[src/rtl/gpe_pkg.sv]
`timescale 1ns / 1ps
`default_nettype none

package gpe_pkg;

	// Field sizes of the captured position.
	localparam int LAT_CHARS = 10;
	localparam int LON_CHARS = 11;
	localparam int POS_DEPTH = LAT_CHARS + LON_CHARS;
	localparam int ADDR_W = $clog2(POS_DEPTH);

	// Command layout: prefix, hex of position and comma, then CR LF.
	localparam int PREFIX_LEN = 15;
	localparam int HEADER_LEN = 6;
	localparam int CMD_LEN = PREFIX_LEN + 2 * (POS_DEPTH + 1) + 2;
	localparam int CNT_W = $clog2(CMD_LEN);

	// Result status codes.
	localparam logic [1:0] STAT_CMD = 2'd0;
	localparam logic [1:0] STAT_LAT = 2'd1;
	localparam logic [1:0] STAT_LON = 2'd2;

	// Job codes passed from the parser to the emitter.
	localparam logic [1:0] JOB_ERR_LAT = 2'd0;
	localparam logic [1:0] JOB_ERR_LON = 2'd1;
	localparam logic [1:0] JOB_CMD = 2'd2;

	localparam logic [7:0] CHAR_COMMA = 8'h2c;
	localparam logic [7:0] CHAR_NUL = 8'h00;
	localparam logic [7:0] CHAR_CR = 8'h0d;
	localparam logic [7:0] CHAR_LF = 8'h0a;

	typedef struct packed {
		logic [7:0] data_byte;
		logic sentence_start;
	} in_item_t;

	typedef struct packed {
		logic [7:0] out_byte;
		logic [1:0] status;
		logic last;
	} out_item_t;

	// One position character write from the parser into the emitter's store.
	typedef struct packed {
		logic en;
		logic [ADDR_W-1:0] addr;
		logic [7:0] data;
	} pos_wr_t;

	// Queue status seen by the parser.
	typedef struct packed {
		logic full;
		logic has_cmd;
	} q_stat_t;

	// Lowercase hex digit of a nibble.
	function automatic logic [7:0] hex_char(input logic [3:0] nib);
		logic [7:0] r;
		if (nib < 4'd10) begin
			r = 8'h30 + {4'h0, nib};
		end else begin
			r = 8'h57 + {4'h0, nib};
		end
		return r;
	endfunction

	// Characters of the sentence header "$GNGGA".
	function automatic logic [7:0] header_char(input logic [2:0] idx);
		logic [7:0] r;
		unique case (idx)
			3'd0: r = 8'h24;
			3'd1: r = 8'h47;
			3'd2: r = 8'h4e;
			3'd3: r = 8'h47;
			3'd4: r = 8'h47;
			3'd5: r = 8'h41;
			default: r = 8'h00;
		endcase
		return r;
	endfunction

	// Characters of the command prefix "AT+NMGS=24,0016".
	function automatic logic [7:0] prefix_char(input logic [3:0] idx);
		logic [7:0] r;
		unique case (idx)
			4'd0: r = 8'h41;
			4'd1: r = 8'h54;
			4'd2: r = 8'h2b;
			4'd3: r = 8'h4e;
			4'd4: r = 8'h4d;
			4'd5: r = 8'h47;
			4'd6: r = 8'h53;
			4'd7: r = 8'h3d;
			4'd8: r = 8'h32;
			4'd9: r = 8'h34;
			4'd10: r = 8'h2c;
			4'd11: r = 8'h30;
			4'd12: r = 8'h30;
			4'd13: r = 8'h31;
			4'd14: r = 8'h36;
			default: r = 8'h00;
		endcase
		return r;
	endfunction

endpackage

`default_nettype wire

[src/rtl/gpe_front.sv]
`timescale 1ns / 1ps
`default_nettype none

// Sentence parser: splits the byte stream into fields, checks the header,
// captures the position characters and queues a job for each judged position.
module gpe_front (
	input wire logic clk,
	input wire logic arst_n,
	input wire logic byte_valid,
	input wire gpe_pkg::in_item_t byte_item,
	output logic byte_stall,
	input wire gpe_pkg::q_stat_t q_stat,
	input wire logic back_busy,
	output logic push,
	output logic [1:0] push_job,
	output gpe_pkg::pos_wr_t pos_wr
);
	import gpe_pkg::*;

	logic [2:0] tok_idx_q, tok_idx_d;
	logic [3:0] tok_len_q, tok_len_d;
	logic in_tok_q, in_tok_d;
	logic hdr_ok_q, hdr_ok_d;
	logic fin_q, fin_d;
	logic accept;

	// Hold input while the queue is full or the position store is in use.
	assign byte_stall = q_stat.full | q_stat.has_cmd | back_busy;
	assign accept = byte_valid & ~byte_stall;

	// Parse step for one accepted byte.
	always_comb begin
		logic [7:0] c;
		logic [3:0] pos;
		logic [4:0] lon_addr;
		c = byte_item.data_byte;
		pos = 4'd0;
		lon_addr = 5'd0;
		tok_idx_d = tok_idx_q;
		tok_len_d = tok_len_q;
		in_tok_d = in_tok_q;
		hdr_ok_d = hdr_ok_q;
		fin_d = fin_q;
		push = 1'b0;
		push_job = JOB_CMD;
		pos_wr = '0;
		if (accept) begin
			if (byte_item.sentence_start) begin
				tok_idx_d = 3'd0;
				tok_len_d = 4'd0;
				in_tok_d = 1'b0;
				hdr_ok_d = 1'b1;
				fin_d = 1'b0;
			end
			if (!fin_d) begin
				if (c == CHAR_COMMA || c == CHAR_NUL) begin
					// A separator closes an open field and judges it.
					if (in_tok_d) begin
						if (tok_idx_d == 3'd0) begin
							if (!hdr_ok_d || tok_len_d < 4'(HEADER_LEN)) begin
								fin_d = 1'b1;
							end
						end else if (tok_idx_d == 3'd2) begin
							if (tok_len_d != 4'(LAT_CHARS)) begin
								push = 1'b1;
								push_job = JOB_ERR_LAT;
								fin_d = 1'b1;
							end
						end else if (tok_idx_d == 3'd4) begin
							push = 1'b1;
							push_job = (tok_len_d != 4'(LON_CHARS)) ? JOB_ERR_LON : JOB_CMD;
							fin_d = 1'b1;
						end
						tok_idx_d = tok_idx_d + 3'd1;
						in_tok_d = 1'b0;
					end
					if (c == CHAR_NUL) begin
						fin_d = 1'b1;
					end
				end else begin
					// A field character: check header, capture position.
					if (!in_tok_d) begin
						in_tok_d = 1'b1;
						tok_len_d = 4'd0;
					end
					pos = tok_len_d;
					if (tok_idx_d == 3'd0 && pos < 4'(HEADER_LEN) &&
							c != header_char(pos[2:0])) begin
						hdr_ok_d = 1'b0;
					end
					if (tok_idx_d == 3'd2 && pos < 4'(LAT_CHARS)) begin
						pos_wr.en = 1'b1;
						pos_wr.addr = ADDR_W'(pos);
						pos_wr.data = c;
					end
					lon_addr = {1'b0, pos} + 5'(LAT_CHARS);
					if (tok_idx_d == 3'd4 && pos < 4'(LON_CHARS)) begin
						pos_wr.en = 1'b1;
						pos_wr.addr = ADDR_W'(lon_addr);
						pos_wr.data = c;
					end
					if (tok_len_d != 4'd15) begin
						tok_len_d = tok_len_d + 4'd1;
					end
				end
			end
		end
	end

	// Parser state.
	always_ff @(posedge clk or negedge arst_n) begin
		if (!arst_n) begin
			tok_idx_q <= 3'd0;
			tok_len_q <= 4'd0;
			in_tok_q <= 1'b0;
			hdr_ok_q <= 1'b1;
			fin_q <= 1'b1;
		end else begin
			tok_idx_q <= tok_idx_d;
			tok_len_q <= tok_len_d;
			in_tok_q <= in_tok_d;
			hdr_ok_q <= hdr_ok_d;
			fin_q <= fin_d;
		end
	end

endmodule

`default_nettype wire

[src/rtl/gpe_queue.sv]
`timescale 1ns / 1ps
`default_nettype none

// Two-entry job queue; entry 0 is the head, entries shift on a pop.
module gpe_queue (
	input wire logic clk,
	input wire logic arst_n,
	input wire logic push,
	input wire logic [1:0] push_job,
	input wire logic pop,
	output logic head_valid,
	output logic [1:0] head_job,
	output gpe_pkg::q_stat_t q_stat
);
	import gpe_pkg::*;

	logic v0_q, v1_q;
	logic [1:0] e0_q, e1_q;
	logic nv0, nv1;
	logic [1:0] ne0, ne1;

	assign head_valid = v0_q;
	assign head_job = e0_q;
	assign q_stat.full = v1_q;
	assign q_stat.has_cmd = (v0_q && e0_q == JOB_CMD) || (v1_q && e1_q == JOB_CMD);

	// Shift on pop, then append the pushed job at the first free entry.
	always_comb begin
		if (pop) begin
			nv0 = v1_q;
			ne0 = e1_q;
			nv1 = 1'b0;
			ne1 = e1_q;
		end else begin
			nv0 = v0_q;
			ne0 = e0_q;
			nv1 = v1_q;
			ne1 = e1_q;
		end
		if (push) begin
			if (!nv0) begin
				nv0 = 1'b1;
				ne0 = push_job;
			end else begin
				nv1 = 1'b1;
				ne1 = push_job;
			end
		end
	end

	always_ff @(posedge clk or negedge arst_n) begin
		if (!arst_n) begin
			v0_q <= 1'b0;
			v1_q <= 1'b0;
		end else begin
			v0_q <= nv0;
			v1_q <= nv1;
		end
	end

	always_ff @(posedge clk) begin
		e0_q <= ne0;
		e1_q <= ne1;
	end

endmodule

`default_nettype wire

[src/rtl/gpe_back.sv]
`timescale 1ns / 1ps
`default_nettype none

// Result emitter: holds the position store and turns each job into
// result items through an output register.
module gpe_back (
	input wire logic clk,
	input wire logic arst_n,
	input wire gpe_pkg::pos_wr_t pos_wr,
	input wire logic head_valid,
	input wire logic [1:0] head_job,
	output logic pop,
	output logic busy,
	output logic cmd_valid,
	output gpe_pkg::out_item_t cmd_item,
	input wire logic cmd_stall
);
	import gpe_pkg::*;

	logic [7:0] pos_q [POS_DEPTH];
	logic busy_q;
	logic [CNT_W-1:0] cnt_q;
	logic out_valid_q;
	out_item_t out_item_q;
	out_item_t nxt_item;
	logic load;
	logic [CNT_W-1:0] k;
	logic [7:0] cmd_byte;

	assign load = ~out_valid_q | ~cmd_stall;
	assign pop = load & ~busy_q & head_valid;
	assign busy = busy_q;
	assign cmd_valid = out_valid_q;
	assign cmd_item = out_item_q;

	// Position store, written by the parser one character at a time.
	always_ff @(posedge clk) begin
		if (pos_wr.en) begin
			pos_q[pos_wr.addr] <= pos_wr.data;
		end
	end

	// Character of the command at position k.
	assign k = busy_q ? cnt_q : '0;
	always_comb begin
		logic [CNT_W-1:0] h;
		logic [CNT_W-1:0] ci;
		logic [CNT_W-1:0] mi;
		logic [7:0] ch;
		h = k - CNT_W'(PREFIX_LEN);
		ci = h >> 1;
		mi = (ci < CNT_W'(LAT_CHARS)) ? ci : ci - CNT_W'(1);
		ch = (ci == CNT_W'(LAT_CHARS)) ? CHAR_COMMA : pos_q[mi[ADDR_W-1:0]];
		if (k < CNT_W'(PREFIX_LEN)) begin
			cmd_byte = prefix_char(k[3:0]);
		end else if (k == CNT_W'(CMD_LEN - 2)) begin
			cmd_byte = CHAR_CR;
		end else if (k == CNT_W'(CMD_LEN - 1)) begin
			cmd_byte = CHAR_LF;
		end else begin
			cmd_byte = hex_char(h[0] ? ch[3:0] : ch[7:4]);
		end
	end

	// Next result item: continue a command or start the head job.
	always_comb begin
		nxt_item.out_byte = cmd_byte;
		nxt_item.status = STAT_CMD;
		nxt_item.last = 1'b0;
		if (busy_q) begin
			nxt_item.last = (cnt_q == CNT_W'(CMD_LEN - 1));
		end else begin
			unique case (head_job)
				JOB_ERR_LAT: begin
					nxt_item.out_byte = 8'h00;
					nxt_item.status = STAT_LAT;
					nxt_item.last = 1'b1;
				end
				JOB_ERR_LON: begin
					nxt_item.out_byte = 8'h00;
					nxt_item.status = STAT_LON;
					nxt_item.last = 1'b1;
				end
				default: begin
					nxt_item.last = 1'b0;
				end
			endcase
		end
	end

	// Emission control.
	always_ff @(posedge clk or negedge arst_n) begin
		if (!arst_n) begin
			out_valid_q <= 1'b0;
			busy_q <= 1'b0;
			cnt_q <= '0;
		end else if (load) begin
			out_valid_q <= busy_q | head_valid;
			if (busy_q) begin
				cnt_q <= cnt_q + CNT_W'(1);
				if (cnt_q == CNT_W'(CMD_LEN - 1)) begin
					busy_q <= 1'b0;
				end
			end else if (head_valid && head_job == JOB_CMD) begin
				busy_q <= 1'b1;
				cnt_q <= CNT_W'(1);
			end
		end
	end

	// Output payload register.
	always_ff @(posedge clk) begin
		if (load && (busy_q || head_valid)) begin
			out_item_q <= nxt_item;
		end
	end

endmodule

`default_nettype wire

[src/rtl/gga_position_extract.sv]
`timescale 1ns / 1ps
`default_nettype none

// Channel  | Handshake              | Item
// byte     | byte_valid, byte_stall | data_byte, sentence_start
// cmd      | cmd_valid, cmd_stall   | out_byte, status, last
//
// One sentence byte is taken per cycle while the job queue has room.
// A good sentence holds the byte input while its command is queued and sent
// (plus output stalls), since the emitter reads the position store then.
// Error results are a single item and only stall input when the queue is full.
// Reset leaves the block idle until a byte marked as sentence start.
// The result register lets the input run while a result waits on cmd_stall.
module gga_position_extract (
	input wire logic clk,
	input wire logic arst_n,
	input wire logic byte_valid,
	input wire gpe_pkg::in_item_t byte_item,
	output logic byte_stall,
	output logic cmd_valid,
	output gpe_pkg::out_item_t cmd_item,
	input wire logic cmd_stall
);
	import gpe_pkg::*;

	q_stat_t q_stat;
	logic back_busy;
	logic push;
	logic [1:0] push_job;
	pos_wr_t pos_wr;
	logic pop;
	logic head_valid;
	logic [1:0] head_job;

	// Parser front.
	gpe_front u_front (
		.clk(clk),
		.arst_n(arst_n),
		.byte_valid(byte_valid),
		.byte_item(byte_item),
		.byte_stall(byte_stall),
		.q_stat(q_stat),
		.back_busy(back_busy),
		.push(push),
		.push_job(push_job),
		.pos_wr(pos_wr)
	);

	// Job queue between the two halves.
	gpe_queue u_queue (
		.clk(clk),
		.arst_n(arst_n),
		.push(push),
		.push_job(push_job),
		.pop(pop),
		.head_valid(head_valid),
		.head_job(head_job),
		.q_stat(q_stat)
	);

	// Result emitter.
	gpe_back u_back (
		.clk(clk),
		.arst_n(arst_n),
		.pos_wr(pos_wr),
		.head_valid(head_valid),
		.head_job(head_job),
		.pop(pop),
		.busy(back_busy),
		.cmd_valid(cmd_valid),
		.cmd_item(cmd_item),
		.cmd_stall(cmd_stall)
	);

endmodule

`default_nettype wire

[config.mk]
export PLATFORM = sky130hd
export DESIGN_NAME = gga_position_extract
export DESIGN_NICKNAME = d
export VERILOG_FILES = /design/src/rtl/gpe_pkg.sv /design/src/rtl/gpe_front.sv /design/src/rtl/gpe_queue.sv /design/src/rtl/gpe_back.sv /design/src/rtl/gga_position_extract.sv
export SDC_FILE = /design/constraint.sdc
export NUM_CORES = 1
export LEC_CHECK = 0
export BUFFER_PORTS_ARGS = -buffer_cell sky130_fd_sc_hd__clkbuf_2
export CAP_MARGIN = 20
export CELL_PAD_IN_SITES_DETAIL_PLACEMENT = 0
export CELL_PAD_IN_SITES_GLOBAL_PLACEMENT = 1
export CORE_MARGIN = 5
export CORE_UTILIZATION = 47
export CTS_BUF_LIST = sky130_fd_sc_hd__clkbuf_16
export DETAILED_ROUTE_END_ITERATION = 12
export PLACE_DENSITY_LB_ADDON = 0.1
export SKIP_CTS_REPAIR_TIMING = 1
export SLEW_MARGIN = 10
export SYNTH_ARGS = -nofsm -noshare
export SYNTH_HDL_FRONTEND = slang
export SYNTH_HIERARCHICAL = 1
export SYNTH_SLANG_ARGS = --single-unit
[constraint.sdc]
create_clock -name clk -period 5.3 [get_ports clk]
set_input_delay 1.06 -clock clk [delete_from_list [all_inputs] [get_ports clk]]
set_output_delay 1.06 -clock clk [all_outputs]
set_load 0.01 [all_outputs]
### Word level (Yosys, flattened, before mapping)

Memories as Yosys holds them, arrays and structs flattened.
Cells that the tools add are included.

| operators by class | value |
|---|---|
| equal/unequal tests | 19 |
| $add $sub $neg | 8 |
| reductions and logical operators | 21 |
| shift operators | 0 |
| muxes and demuxes | 84 |
| multiply operators | 0 |
| bitwise operators | 11 |
| $lt $le $gt $ge | 7 |
| div/mod/pow operators | 0 |

Operators by type and width:

| kind | count |
|---|---|
| $mux W14 | 5 |
| $mux W8 | 8 |
| $mux W4 | 10 |
| $mux W1 | 37 |
| $pmux W7 S4 | 1 |
| $mux W2 | 12 |
| $pmux W10 S2 | 1 |
| $eq A6 B6 Y1 const B | 3 |
| $mux W6 | 3 |
| $mux W3 | 5 |
| $lt A4 B4 Y1 const B | 3 |
| $ne A4 B4 Y1 const B | 3 |
| $mux W10 | 1 |
| $eq A3 B2 Y1 const B | 3 |
| $eq A3 B3 Y1 const B | 3 |
| $add A7 B4 Y8 const A | 1 |
| $eq A8 B6 Y1 const B | 1 |
| $logic_not A8 Y1 | 1 |
| $lt A4 B3 Y1 const B | 2 |
| $ne A8 B8 Y1 | 1 |
| $add A6 B4 Y7 const A | 1 |
| $logic_and A1 B1 Y1 | 7 |
| $add A6 B1 Y6 const B | 1 |
| $logic_not A3 Y1 | 2 |
| other kinds (22) | 35 |

| storage, ports and cells | value |
|---|---|
| memory bits (writable) | 168 |
| bits in read-only memories | 112 |
| memories | 2 |
| output and inout bits | 13 |
| bits in latches | 0 |
| input bits | 13 |
| flip-flop bits (word level) | 35 |
| logic and storage cells | 167 |

Memory list:

| name | words | width | rd ports | clocked after memory_dff | wr ports | RTL line | text |
|---|---|---|---|---|---|---|---|
| u_back.pos_q | 21 | 8 | 1 | 0 | 1 | gpe_back.sv:20 | `logic [7:0] pos_q [POS_DEPTH];` |
| (name not given) | 16 | 7 | 1 | 0 | 0 | gpe_pkg.sv:86 | `unique case (idx)` |

### Longest topological paths before layout

| logic depth | value |
|---|---|
| word-level depth | 23 |
| mapped depth | 23 |
| depth with buffers taken out | 17 |

### Hierarchy

Netlist, hierarchy kept.

By module, submodules not included:

| module | instances | area an instance (µm²) | cells each | sequential area each (µm²) |
|---|---|---|---|---|
| gpe_back | 1 | 8,602.0 | 619 | 5,545.3 |
| gpe_front | 1 | 1,247.4 | 164 | 252.7 |
| gpe_queue | 1 | 269.0 | 22 | 150.1 |

### Least setup slack after synthesis

No wires, ideal clock.

| timing | value |
|---|---|
| kind | register to register |
| start | register u_back.busy_q (netlist: u_back/busy) |
| end | register u_back.out_item_q (netlist bit u_back/cmd_item[5]), data pin |
| data required time | 5,039 ps |
| path slack | 277 ps |
| data arrival time | 4,762 ps |
| cell stages (with the launch flop) | 19 |
| clock period less this slack | 5,023 ps |
| buffers on the path | 5 |
| library setup time | 261 ps |
| cells stage by stage | dfrtp_1 > clkbuf_1 > and2_1 > clkbuf_1 > clkbuf_1 > ha_1 > ha_1 > or3_4 > a31oi_4 > xor2_2 > buf_6 > buf_6 > mux4_2 > o311ai_1 > a21oi_1 > a221oi_1 > ha_1 > a21boi_0 > o311a_1 |

RTL lines:

| element | RTL line | text |
|---|---|---|
| from (decl) | gpe_back.sv:21 | `logic busy_q;` |
| from (signal assigned) | gpe_back.sv:95 | `busy_q <= 1'b0;` |
| from (signal assigned) | gpe_back.sv:102 | `busy_q <= 1'b0;` |
| from (signal assigned) | gpe_back.sv:105 | `busy_q <= 1'b1;` |
| to (signal assigned) | gpe_back.sv:114 | `out_item_q <= nxt_item;` |
| to (decl) | gpe_back.sv:24 | `out_item_t out_item_q;` |

==> summary.txt <==
Detailed routing
  • DRC: 0
  • Max Used Layer: met4
  • Drt initial violations: 563
  • Met2 routed WL: 12,230 µm
  • WL met3: 1556 µm
  • Drt total wl: 25,200 µm
  • First-pass detailed-route iteration total: 7
  • Via count: 6,960
  • Wirelength per Cell: 22.01 µm
  • Vias/cell: 6.079
  • Met1 Wirelength: 11,000 µm
  • Routed Antenna Nets: 0

Global routing
  • GR Overflow Total: 0
  • Global-route wire length before repair: 39,590 µm
  • Vias in the first global route: 6,863
  • Largest net degree at the start of global routing: 28
  • Initial antenna violation count: 0
  • Global Route Usage Sum: 0.2084

STA
  • RSZ-0062 raised after global routing: no
  • Final hold vios: 0
  • Final hold slack: 510.5 ps
  • Fmax: 201.7 MHz
  • Crit share post-route: 0.9357
  • Slew Viols, Final: 0
  • Worst-Margin Slew: 941.8 ps
  • Clock Skew: 25.47 ps
  • Slew HR: 0.3722
  • Setup_tns: 0 ps
  • Endpoints failing setup: 0
  • Tmin final: 4959 ps

Clock network
  • Clock latency on the worst-skew pair: 520 ps
  • Clock Sinks: 202
  • CTS max path bufs: 3
  • CTS tree: yes
  • H-tree Lvls: 1
  • CTS clk-pin slew, worst paths: 60 ps
  • Clk Tree Root Cell: clkbuf_16
  • CTS buffer count: 22

Pwr
  • P_leak: 4.256 nW
  • Power per Cell Area: 297.4 nW/µm²
  • Register share of total power: 0.510
  • Net Switching: 0.7023 mW
  • Clock power frac: 0.462
  • Logic pwr share: 0.027
  • Internal: 2.725 mW
  • Peak supply drop: 194.5 µV
  • Design Power: 3.428 mW
  • Sw Ratio: 0.2049

Logic synthesis
  • Post-synth cell types: 96
  • Mapped Cells: 805
  • Ys Warns: 6
  • Main synth FF type: edfxtp_1
  • Async S/R FF share, synth: 0.09901
  • Mean post-synth cell area: 12.57 µm²
  • Synth Register Bits: 202
  • Syn nets: 832
  • Number of synthesized flops with an enable pin: 180
  • Netlist Area Pre-Place: 10,120 µm²
  • Seq/Total Area, Yosys: 0.5879

Placed design
  • HPWL Detailed: 17,420 µm
  • Placed cell count: 1,099
  • GPL Wtd Cong: 0.8574
  • PortBufs: 24

Final layout
  • Post-layout net count: 881
  • Layout Cells excl Fill: 1,145
  • Area Growth Syn to Fin: 13.90%
  • ANT cells: 0
  • Share of cells above drive strength 1: 0.1920
  • Fillers: 1,784
  • Final Core Density: 0.5465

Worst setup path
  • Crit. End Element: register
  • Maximum net fanout on the critical path: 20
  • Critical path class: reg2reg
  • Crit path launch type: register
  • WP data required: 5550 ps
  • Critical Path AT: 5210 ps

Die
  • Cell Rows: 53
  • Die area: 24,560 µm²
  • Die width: 156.7 µm
  • Ports: 26
  • Starting Density: 0.4798
  • Die Y: 156.7 µm
  • Core Region: 21,090 µm²

Status
  • Status: finished, final reports clean

Run
  • Max-cap violations: 0

Hold path
  • Class of the worst hold path: reg2reg
[power by group through the flow]
stage	logic, mW	clock network [mW]	registers, mW
2_1_floorplan	0.0672	0	1.77
3_3_place_gp	0.0908	0	1.78
3_5_place_dp	0.0935	0	1.78
4_1_cts	0.0938	1.62	1.75
5_1_grt	0.105	1.69	1.75
6_report	0.0933	1.58	1.75
[metrics by stage]
| step | cell area (µm²) | setup WS, ps |
|---|---|---|
| 2_1_floorplan | 10120 | 277.3 |
| 3_3_place_gp | 10720 | 358.7 |
| 3_5_place_dp | 10720 | 245.8 |
| 4_1_cts | 11480 | 204.0 |
| 5_1_grt | 11520 | 93.92 |
| 6_report | 11520 | 340.9 |
[final timing paths]
kind,from,endpoint,slack [ps],cells past startpoint
worst max register to register,u_back/cnt_q[1],u_back/cmd_item[5],340,16
min in group asynchronous,arst_n,u_back/cnt_q[5],540,1
worst min-delay path,u_front/tok_idx_q[1],u_front/tok_idx_q[1],510,1
max in group asynchronous,arst_n,u_front/tok_idx_q[1],4370,1
worst max-delay path,u_back/cnt_q[1],u_back/cmd_item[5],340,16
worst min register to register,u_front/tok_idx_q[1],u_front/tok_idx_q[1],510,1
[sequential cells by signal, summed over array words and instances (netlist names)]
register            count
u_back/busy             1
u_back/cmd_item        10
u_back/cmd_valid        1
u_back/cnt_q            6
u_back/pos_q          168
u_front/fin_q           1
u_front/hdr_ok_q        1
u_front/in_tok_q        1
u_front/tok_idx_q       3
u_front/tok_len_q       4
u_queue/e1_q            2
u_queue/head_job        2
u_queue/head_valid      1
u_queue/v1_q            1
[cells by family after synthesis]
kind of cell,Yosys count,share of synthesized area
adders and majority gates,14,0.01731
buffers and inverters,69,0.03252
muxes,51,0.07308
other,1,0.0003706
DFF,202,0.5879
AOI/OAI and AO/OA,183,0.1390
and+or+nand+nor,276,0.1413
xor gates and xnor gates,9,0.008532
[cells in the final DEF, fill, tap and decap left out, types with 12 or more instances in the layout]
cell type  synthesis  final
nand3_1           27     27
buf_4              3     50
ha_1              14     14
nor3_1            22     22
a211oi_1          12     12
nor2_1            45     45
dfrtp_1           18     18
inv_1             18     21
clkbuf_2           0     24
mux4_2            13     13
and2_1            22     22
a21oi_1           38     38
nand2_1           81     81
o21ai_0           24     24
nand4_1           13     13
mux2i_1           19     19
clkbuf_16          0     22
edfxtp_1         180    180
[final cells by class]
type,instances,area [µm²],share of cell area
flip-flops and latches,202,5948,0.5161
multi-input cells,534,3874,0.3361
clock buffers,22,550.5,0.04777
repair buffers,76,535.5,0.04647
well taps,275,344.1,0.02986
clock inverters,18,205.2,0.01780
inverters,18,67.56,0.005863
[critical path, stage by stage, from the launching register on]
cell      delay [ps]
dfrtp_1          480
and2_1           240
ha_1             250
ha_1             460
ha_1             300
o221a_1          160
o31ai_4          380
o21ai_4          280
buf_4            280
a41o_1           200
nor4_1           490
o311ai_1         260
nand2_1          170
inv_1             60
ha_1             220
and3_1           150
o311a_1          320
[synth_stat cells (all sizes together) (9+ instances only)]
library cell    n  share of area
a211oi         13          0.010
a21oi          39          0.020
and2           22          0.014
and3            9         0.0056
buf            30          0.018
clkbuf         21         0.0078
dfrtp          18          0.045
edfxtp        180           0.53
ha             14          0.017
inv            18         0.0067
mux2           15          0.017
mux2i          21          0.022
mux4           15          0.034
nand2          81          0.030
nand2b          9         0.0056
nand3          27          0.013
nand3b          9         0.0067
nand4          13         0.0080
nor2           46          0.018
nor2b           9         0.0056
nor3           23          0.012
o211ai          9         0.0072
o21ai          27          0.014
[per-layer routing]
layer	track usage	up-vias
met5	0	-
met4	0.04752	0
met3	0.02765	36
met2	0.3483	231
met1	0.2927	3474
li1	-	3219
No activity file was read; power rests on OpenSTA's default activity.
